--- config.mk ---
export PLATFORM = sky130hd
export DESIGN_NAME = bracket_pair_finder_flat
export DESIGN_NICKNAME = d
export VERILOG_FILES = /design/src/rtl/bpf_pkg.sv /design/src/rtl/bpf_req_if.sv /design/src/rtl/bpf_res_if.sv /design/src/rtl/bpf_cell.sv /design/src/rtl/bracket_pair_finder.sv /design/src/flat_wrapper.sv
export VERILOG_INCLUDE_DIRS = /design/src /design/src/rtl
export SDC_FILE = /design/constraint.sdc
export NUM_CORES = 2
export LEC_CHECK = 0
export BUFFER_PORTS_ARGS = -buffer_cell sky130_fd_sc_hd__buf_2
export CORE_AREA = 2 2 334 501
export CTS_CLUSTER_SIZE = 8
export DETAILED_ROUTE_END_ITERATION = 8
export DIE_AREA = 0 0 336 503
export PLACE_DENSITY = 0.76
export SYNTH_ARGS = -nofsm -noshare
export SYNTH_HDL_FRONTEND = slang
export SYNTH_SLANG_ARGS = --single-unit
--- constraint.sdc ---
create_clock -name i_clk -period 7.2 [get_ports i_clk]
set_clock_uncertainty 0.1 [all_clocks]
set_input_delay 0.36 -clock i_clk [delete_from_list [all_inputs] [get_ports i_clk]]
set_output_delay 0.36 -clock i_clk [all_outputs]
set_load 0.01 [all_outputs]
--- src/rtl/bracket_pair_finder_defines.svh ---
// Assertion macros shared by the bracket pair finder RTL.
// Depends on nothing; the including module must provide i_clk and i_rst_n.
`ifndef BRACKET_PAIR_FINDER_DEFINES_SVH
`define BRACKET_PAIR_FINDER_DEFINES_SVH

// The condition must hold at every clock edge outside reset.
`define BPF_ASSERT_ALWAYS(label, cond) \
    label: assert property (@(posedge i_clk) disable iff (!i_rst_n) (cond)) \
        else $error("bracket pair finder assertion failed");

// When the trigger holds, the outcome must hold in the cycle after.
`define BPF_ASSERT_NEXT(label, trig, outcome) \
    label: assert property (@(posedge i_clk) disable iff (!i_rst_n) (trig) |=> (outcome)) \
        else $error("bracket pair finder assertion failed");

`endif

--- src/rtl/bpf_pkg.sv ---
// Package for the bracket pair finder: field widths, control state and cell command.
// Depends on nothing; used by the interfaces, the cell and the top level.
`default_nettype none

package bpf_pkg;

    localparam int KEY_W     = 21;
    localparam int OUT_POS_W = 16;

    typedef enum logic {
        ST_IDLE,
        ST_PICK
    } t_state;

    typedef struct packed {
        logic             push;
        logic             search;
        logic [KEY_W-1:0] key;
    } t_cell_cmd;

endpackage

`default_nettype wire

--- src/rtl/bpf_req_if.sv ---
// Request channel of the bracket pair finder: one classified character per request.
// Depends on bpf_pkg for the key width.
`default_nettype none

interface bpf_req_if;
    logic                      valid;
    logic                      ready;
    logic                      is_bracket;
    logic                      is_opening;
    logic [bpf_pkg::KEY_W-1:0] bracket_key;
    logic                      end_of_text;

    modport source (output valid, is_bracket, is_opening, bracket_key, end_of_text,
                    input ready);
    modport sink   (input valid, is_bracket, is_opening, bracket_key, end_of_text,
                    output ready);
endinterface

`default_nettype wire

--- src/rtl/bpf_res_if.sv ---
// Result channel of the bracket pair finder: one matched pair of positions per request.
// Depends on bpf_pkg for the position width.
`default_nettype none

interface bpf_res_if;
    logic                          valid;
    logic                          ready;
    logic [bpf_pkg::OUT_POS_W-1:0] open_position;
    logic [bpf_pkg::OUT_POS_W-1:0] close_position;

    modport source (output valid, open_position, close_position, input ready);
    modport sink   (input valid, open_position, close_position, output ready);
endinterface

`default_nettype wire

--- src/rtl/bpf_cell.sv ---
// One stack entry of the bracket pair finder with its key compare and match chain link.
// Depends on bpf_pkg for the cell command type.
`default_nettype none

module bpf_cell #(
    parameter int STACK_DEPTH   = 63,
    parameter int POSITION_BITS = 16,
    parameter int CELL_IDX      = 0,
    parameter int CW            = $clog2(STACK_DEPTH + 1)
) (
    input  wire logic                     i_clk,
    input  wire bpf_pkg::t_cell_cmd       i_cmd,
    input  wire logic [CW-1:0]            i_count,
    input  wire logic [POSITION_BITS-1:0] i_pos,
    input  wire logic                     i_above_hit,
    input  wire logic [POSITION_BITS-1:0] i_above_pos,
    input  wire logic [CW-1:0]            i_above_idx,
    output logic                          o_hit,
    output logic [POSITION_BITS-1:0]      o_pos,
    output logic [CW-1:0]                 o_idx
);
    import bpf_pkg::*;

    localparam logic [CW-1:0] IDX = CW'(CELL_IDX);

    logic [KEY_W-1:0]         r_key;
    logic [POSITION_BITS-1:0] r_pos;
    logic                     r_hit;
    logic                     w_sel;

    always_ff @(posedge i_clk) begin
        if (i_cmd.push && (i_count == IDX)) begin
            r_key <= i_cmd.key;
            r_pos <= i_pos;
        end
        if (i_cmd.search) begin
            r_hit <= (IDX < i_count) && (r_key == i_cmd.key);
        end
    end

    // The topmost hit wins; cells below it only pass along what came from above.
    assign w_sel = r_hit && !i_above_hit;
    assign o_hit = i_above_hit || r_hit;
    assign o_pos = i_above_pos | (w_sel ? r_pos : '0);
    assign o_idx = i_above_idx | (w_sel ? IDX : '0);

endmodule

`default_nettype wire

--- src/rtl/bracket_pair_finder.sv ---
// A non-bracket or opening bracket needs no pick; a closing bracket moves control to
// the pick state, which loads a matched pair into the output register once it is free.
// Throughput: one request per cycle outside the pick state, which stalls on full output;
// set by the registered key compare in every cell followed by the topmost-hit chain.
// Reset is synchronous and active low; it clears the state, stack count, position, halt
// flag and output valid, while the stack entries themselves are not cleared.
`default_nettype none
`include "bracket_pair_finder_defines.svh"

module bracket_pair_finder #(
    parameter int STACK_DEPTH   = 63,
    parameter int POSITION_BITS = 16
) (
    input  wire logic i_clk,
    input  wire logic i_rst_n,
    bpf_req_if.sink   i_req,
    bpf_res_if.source o_res
);
    import bpf_pkg::*;

    localparam int CW = $clog2(STACK_DEPTH + 1);
    localparam logic [CW-1:0] DEPTH_C = CW'(STACK_DEPTH);

    t_state                   r_state, n_state;
    logic [CW-1:0]            r_count, n_count;
    logic [POSITION_BITS-1:0] r_char_pos, n_char_pos;
    logic                     r_halted, n_halted;
    logic                     r_eot;
    logic [OUT_POS_W-1:0]     r_close_pos;
    logic                     r_out_valid, n_out_valid;
    logic [OUT_POS_W-1:0]     r_open_out, r_close_out;

    t_cell_cmd                w_cmd;
    logic                     w_accept;
    logic                     w_active;
    logic                     w_close;
    logic                     w_load;
    logic                     w_pick_done;
    logic                     w_hit   [STACK_DEPTH+1];
    logic [POSITION_BITS-1:0] w_pos   [STACK_DEPTH+1];
    logic [CW-1:0]            w_idx   [STACK_DEPTH+1];

    assign w_accept    = i_req.valid && i_req.ready;
    assign w_active    = i_req.is_bracket && !r_halted;
    assign w_close     = w_active && !i_req.is_opening;
    assign w_load      = (r_state == ST_PICK) && w_hit[0] && (!r_out_valid || o_res.ready);
    assign w_pick_done = (r_state == ST_PICK) && (!w_hit[0] || w_load);

    assign w_cmd.push   = w_accept && w_active && i_req.is_opening && (r_count < DEPTH_C);
    assign w_cmd.search = w_accept && w_close;
    assign w_cmd.key    = i_req.bracket_key;

    assign w_hit[STACK_DEPTH] = 1'b0;
    assign w_pos[STACK_DEPTH] = '0;
    assign w_idx[STACK_DEPTH] = '0;

    for (genvar g = 0; g < STACK_DEPTH; g++) begin : g_cell
        bpf_cell #(
            .STACK_DEPTH  (STACK_DEPTH),
            .POSITION_BITS(POSITION_BITS),
            .CELL_IDX     (g),
            .CW           (CW)
        ) u_cell (
            .i_clk      (i_clk),
            .i_cmd      (w_cmd),
            .i_count    (r_count),
            .i_pos      (r_char_pos),
            .i_above_hit(w_hit[g+1]),
            .i_above_pos(w_pos[g+1]),
            .i_above_idx(w_idx[g+1]),
            .o_hit      (w_hit[g]),
            .o_pos      (w_pos[g]),
            .o_idx      (w_idx[g])
        );
    end

    always_comb begin
        n_state = r_state;
        unique case (r_state)
            ST_IDLE: begin
                if (w_accept && w_close) begin
                    n_state = ST_PICK;
                end
            end
            ST_PICK: begin
                if (w_pick_done) begin
                    n_state = ST_IDLE;
                end
            end
            default: n_state = ST_IDLE;
        endcase
    end

    always_comb begin
        i_req.ready          = (r_state == ST_IDLE);
        o_res.valid          = r_out_valid;
        o_res.open_position  = r_open_out;
        o_res.close_position = r_close_out;
    end

    always_comb begin
        n_count     = r_count;
        n_char_pos  = r_char_pos;
        n_halted    = r_halted;
        n_out_valid = r_out_valid;
        if (o_res.ready) begin
            n_out_valid = 1'b0;
        end
        if (w_load) begin
            n_out_valid = 1'b1;
        end
        if (w_pick_done) begin
            if (r_eot) begin
                n_count = '0;
            end else if (w_hit[0]) begin
                n_count = w_idx[0];
            end
        end
        if (w_accept) begin
            if (w_cmd.push) begin
                n_count = r_count + 1'b1;
            end else if (w_active && i_req.is_opening) begin
                n_halted = 1'b1;
            end
            if (i_req.end_of_text) begin
                n_char_pos = '0;
                n_halted   = 1'b0;
                if (!w_close) begin
                    n_count = '0;
                end
            end else if (r_char_pos != '1) begin
                n_char_pos = r_char_pos + 1'b1;
            end
        end
    end

    always_ff @(posedge i_clk) begin
        if (!i_rst_n) begin
            r_state     <= ST_IDLE;
            r_count     <= '0;
            r_char_pos  <= '0;
            r_halted    <= 1'b0;
            r_out_valid <= 1'b0;
        end else begin
            r_state     <= n_state;
            r_count     <= n_count;
            r_char_pos  <= n_char_pos;
            r_halted    <= n_halted;
            r_out_valid <= n_out_valid;
        end
    end

    always_ff @(posedge i_clk) begin
        if (w_accept) begin
            r_eot       <= i_req.end_of_text;
            r_close_pos <= OUT_POS_W'(r_char_pos);
        end
        if (w_load) begin
            r_open_out  <= OUT_POS_W'(w_pos[0]);
            r_close_out <= r_close_pos;
        end
    end

    `BPF_ASSERT_ALWAYS(a_count_bound, r_count <= DEPTH_C)
    `BPF_ASSERT_ALWAYS(a_halt_full, !r_halted || (r_count == DEPTH_C))
    `BPF_ASSERT_ALWAYS(a_no_req_in_pick, (r_state != ST_PICK) || !i_req.ready)
    `BPF_ASSERT_NEXT(a_hit_cuts_stack, w_load, r_count < $past(r_count))

endmodule

`default_nettype wire
--- src/flat_wrapper.sv ---
// flat-port wrapper written by rule: the top's interface ports become plain ports
module bracket_pair_finder_flat import bpf_pkg::*;
#(
    parameter int STACK_DEPTH   = 63,
    parameter int POSITION_BITS = 16
)
  (i_clk, i_rst_n, i_req_valid, i_req_is_bracket, i_req_is_opening, i_req_bracket_key, i_req_end_of_text, i_req_ready, o_res_valid, o_res_open_position, o_res_close_position, o_res_ready);
  bpf_req_if i_req_i ();
  bpf_res_if o_res_i ();
  input  wire logic i_clk;
  input  wire logic i_rst_n;
  input wire logic [$bits(i_req_i.valid)-1:0] i_req_valid;
  input wire logic [$bits(i_req_i.is_bracket)-1:0] i_req_is_bracket;
  input wire logic [$bits(i_req_i.is_opening)-1:0] i_req_is_opening;
  input wire logic [$bits(i_req_i.bracket_key)-1:0] i_req_bracket_key;
  input wire logic [$bits(i_req_i.end_of_text)-1:0] i_req_end_of_text;
  output wire logic [$bits(i_req_i.ready)-1:0] i_req_ready;
  output wire logic [$bits(o_res_i.valid)-1:0] o_res_valid;
  output wire logic [$bits(o_res_i.open_position)-1:0] o_res_open_position;
  output wire logic [$bits(o_res_i.close_position)-1:0] o_res_close_position;
  input wire logic [$bits(o_res_i.ready)-1:0] o_res_ready;
  assign i_req_i.valid = i_req_valid;
  assign i_req_i.is_bracket = i_req_is_bracket;
  assign i_req_i.is_opening = i_req_is_opening;
  assign i_req_i.bracket_key = i_req_bracket_key;
  assign i_req_i.end_of_text = i_req_end_of_text;
  assign i_req_ready = i_req_i.ready;
  assign o_res_valid = o_res_i.valid;
  assign o_res_open_position = o_res_i.open_position;
  assign o_res_close_position = o_res_i.close_position;
  assign o_res_i.ready = o_res_ready;
  bracket_pair_finder #(.STACK_DEPTH(STACK_DEPTH), .POSITION_BITS(POSITION_BITS)) u_core (.i_clk(i_clk), .i_rst_n(i_rst_n), .i_req(i_req_i), .o_res(o_res_i));
endmodule
==> out/summary.txt <==
Number of global-route vias before repair - 56500
Req. time, crit path - 7.88 ns
DP Worst Slack - 2.02 ns
Clock Path Buffers - 4
Grt total ovfl - 0
WS Path Type - flip-flop to flip-flop
FMAX - 0.172 GHz
Pin count of the biggest net entering global routing - 80
Hold Path Stages - 5
P_int - 24.9 mW
Number of flops mapped to enable cells by yosys - 2443
Die area - 0.169 mm2
# IOs - 62
Synth area leader - edfxtp_1
Max-slew violation count - 0
Worst-path maximum fanout - 31
Clk pwr share - 46.3%
WL/cell - 31.5 um
Hold crit path type - primary input to flip-flop
Sequential element share of the synthesized area - 75.3%
R2R cell count - 8
Final Hold Fails - 0
Die X-Extent - 336 um
DRC - 5
CP Launch Type - flip-flop
Final Critical Period - 5.81 ns
Most instantiated library cell after synthesis - edfxtp_1
Top cell type's share of synthesized area - 74.7%
Routed vias/inst - 6.70
Routed via count - 56900
DRT Pass-1 Iters - 9
Clock buffer count from CTS - 358
Final Wtd Congestion - 1.10
Leak Pwr - 35.3 nW
RR Endpoint - u_core.o_res.open_position[0]
Tcrit/Tclk final - 80.7%
Post-CTS setup buffers - 0
Setup-failing EPs final - 0
Clock latency on the worst-skew pair - 0.94 ns
Total negative setup slack - 0 ns
Share of cells above drive strength 1 - 12.4%
R2R Setup Slk - 1.39 ns
Total wire length - 267 mm
Max VDD drop - 0.214 mV
# clock sinks - 2468
Worst slew margin - 3.20%
Final nets - 6237
Final hold slack - 0.182 ns
DRT iter0 DRCs - 8462
Top_reg_cell synth - edfxtp_1
Dpl cells - 8039
Initial Util - 59.5%
Switching power - 6.19 mW
Synth warnings - 0
Area contributors post-synth - edfxtp_1 (75%), xor2_1 (7.6%), xnor2_1 (4.4%)
Post-Syn Nets - 5878
Power Dens Cells - 278 mW/mm2
WHS Endpoint - u_core.r_halted
Cells after Synth - 5846
CTS tree - yes
ANT nets after route - 0
Sw frac - 19.9%
Number of synthesized register bits - 2468
Worst reg2reg startpoint - u_core.g_cell[41].u_cell.r_hit
Outcome - finished, violations left
H-tree levels - 5
Post-Syn Area - 0.0981 mm2
CP endpoint kind - flip-flop
Ys async rst share - 0%
Worst-path clk slew - 0.05 ns
Max-Cap Viols - 0
CTS Root Cell - clkbuf_16
Failing checks - design-rule violations
Slew at the pin with the worst max-slew slack - 1.44 ns
Synth top cells by count - edfxtp_1 (2443), xor2_1 (848), xnor2_1 (491)
Port bufs - 61
Area after DPL - 0.102 mm2
Power share of the sequential group - 50.7%
Initial antenna violation count - 4
Syn Area/Cell - 16.8 um2
Comb power frac - 3.0%
Final worst setup slack - 1.39 ns
First-pass GRT wire length - 383 mm
Post-synth cell types - 75
# rows - 183
Crit path DAT - 6.48 ns
Hold path startpoint - i_req_is_bracket
Power Total - 31.1 mW
Die H - 503 um
GRT Total Usage - 31.5%
Finished Layout Cells - 8481
Area Overhead vs Synth - 14.2%
Final core occ - 67.9%
Core ar. - 0.165 mm2
Final instance area - 0.112 mm2
Post-cts resize count - 0
Unrepaired setup endpoints after global routing - false
Hpwl dp - 155 mm
power by group through the flow:
stage	clock [mW]	combinational (mW)	sequential, mW
floorplan	0	0.506	16.0
finish	14.4	0.935	15.8
global placement	0	0.885	16.0
CTS	14.4	0.937	15.8
detailed placement	0	0.915	16.0
global route	15.0	0.991	15.8
flip-flops by register name, indices dropped and copies added (netlist names):
name,flops
u_core.g_cell.u_cell.r_key,1323
u_core.g_cell.u_cell.r_pos,1008
u_core.g_cell.u_cell.r_hit,63
u_core.o_res.close_position,16
u_core.o_res.open_position,16
u_core.r_char_pos,16
u_core.r_close_pos,16
u_core.r_count,6
u_core.o_res.valid,1
u_core.r_eot,1
u_core.r_halted,1
u_core.r_state,1
timing repair:
| item | CTS | global route |
|---|---|---|
| hold endpoints to repair | 378 | 0 |
| hold buffers | 26 | 0 |
| endpoints found under the setup margin | 0 | 0 |
cells by family (layout without fill, tap and decap cells):
group	Yosys count	after routing	synth area share, %
AO/OA/AOI/OAI	580	580	4.79
XOR/XNOR	1339	1339	11.9
adder cells (fa/ha/maj)	4	4	0.0510
buffers and inverters	305	717	1.24
flip-flops	2468	2468	75.3
multiplexers	1	1	0.0102
other	0	3	0
AND/OR/NAND/NOR	1149	1149	6.71
per-layer routing:
| layer | GRT usage (%) | routed length (um) | vias up | share of wire (%) |
|---|---|---|---|---|
| met5 | 0 | 13 | - | 0.0049 |
| met4 | 20.2 | 20000 | 2 | 7.5 |
| met3 | 6.39 | 25900 | 955 | 9.7 |
| met2 | 51.8 | 130000 | 4034 | 48 |
| met1 | 38.2 | 91800 | 28500 | 34 |
| li1 | - | - | 23400 | - |
layout make-up:
type / count / area [um2]
antenna: 3 / 7.51
clock buffer: 404 / 9240
clock inverter: 9 / 100
fill: 10200 / 53000
inverter: 23 / 86.3
multi-input combinational: 3073 / 23600
sequential: 2468 / 73900
tap: 2220 / 2780
timing repair buffer: 281 / 2340
cells in the final DEF (no fill, tap or decap), drive strengths merged, types with 121 or more instances in the layout:
cell / n
a22oi: 191
clkbuf: 404
nor4: 296
nand2: 165
nand4: 202
edfxtp: 2443
xnor2: 491
nor2: 121
xor2: 848
buf: 255
critical path, stage by stage, from the launching register on:
cell and delay (ns):
edfxtp_1 0.67, nor4_2 1.11, nand4_2 0.46, or3_4 0.68
nor2_1 0.77, and3_1 1.19, a222oi_1 0.20, and3_1 0.32
nand3_1 0.13
worst max-delay path by stage:
stage / startpoint / end / slack (ns)
2_1_floorplan: u_core.r_state / u_core.g_cell[0].u_cell.r_hit / 1.57
3_3_place_gp: u_core.g_cell[41].u_cell.r_hit / u_core.o_res.open_position[10] / 2.05
3_5_place_dp: u_core.g_cell[41].u_cell.r_hit / u_core.o_res.open_position[12] / 2.02
4_1_cts: u_core.g_cell[41].u_cell.r_hit / u_core.o_res.open_position[10] / 2.03
5_1_grt: u_core.g_cell[41].u_cell.r_hit / u_core.o_res.open_position[0] / 1.58
6_report: u_core.g_cell[41].u_cell.r_hit / u_core.o_res.open_position[0] / 1.39
Note: power is estimated with default switching activity, not from simulation.
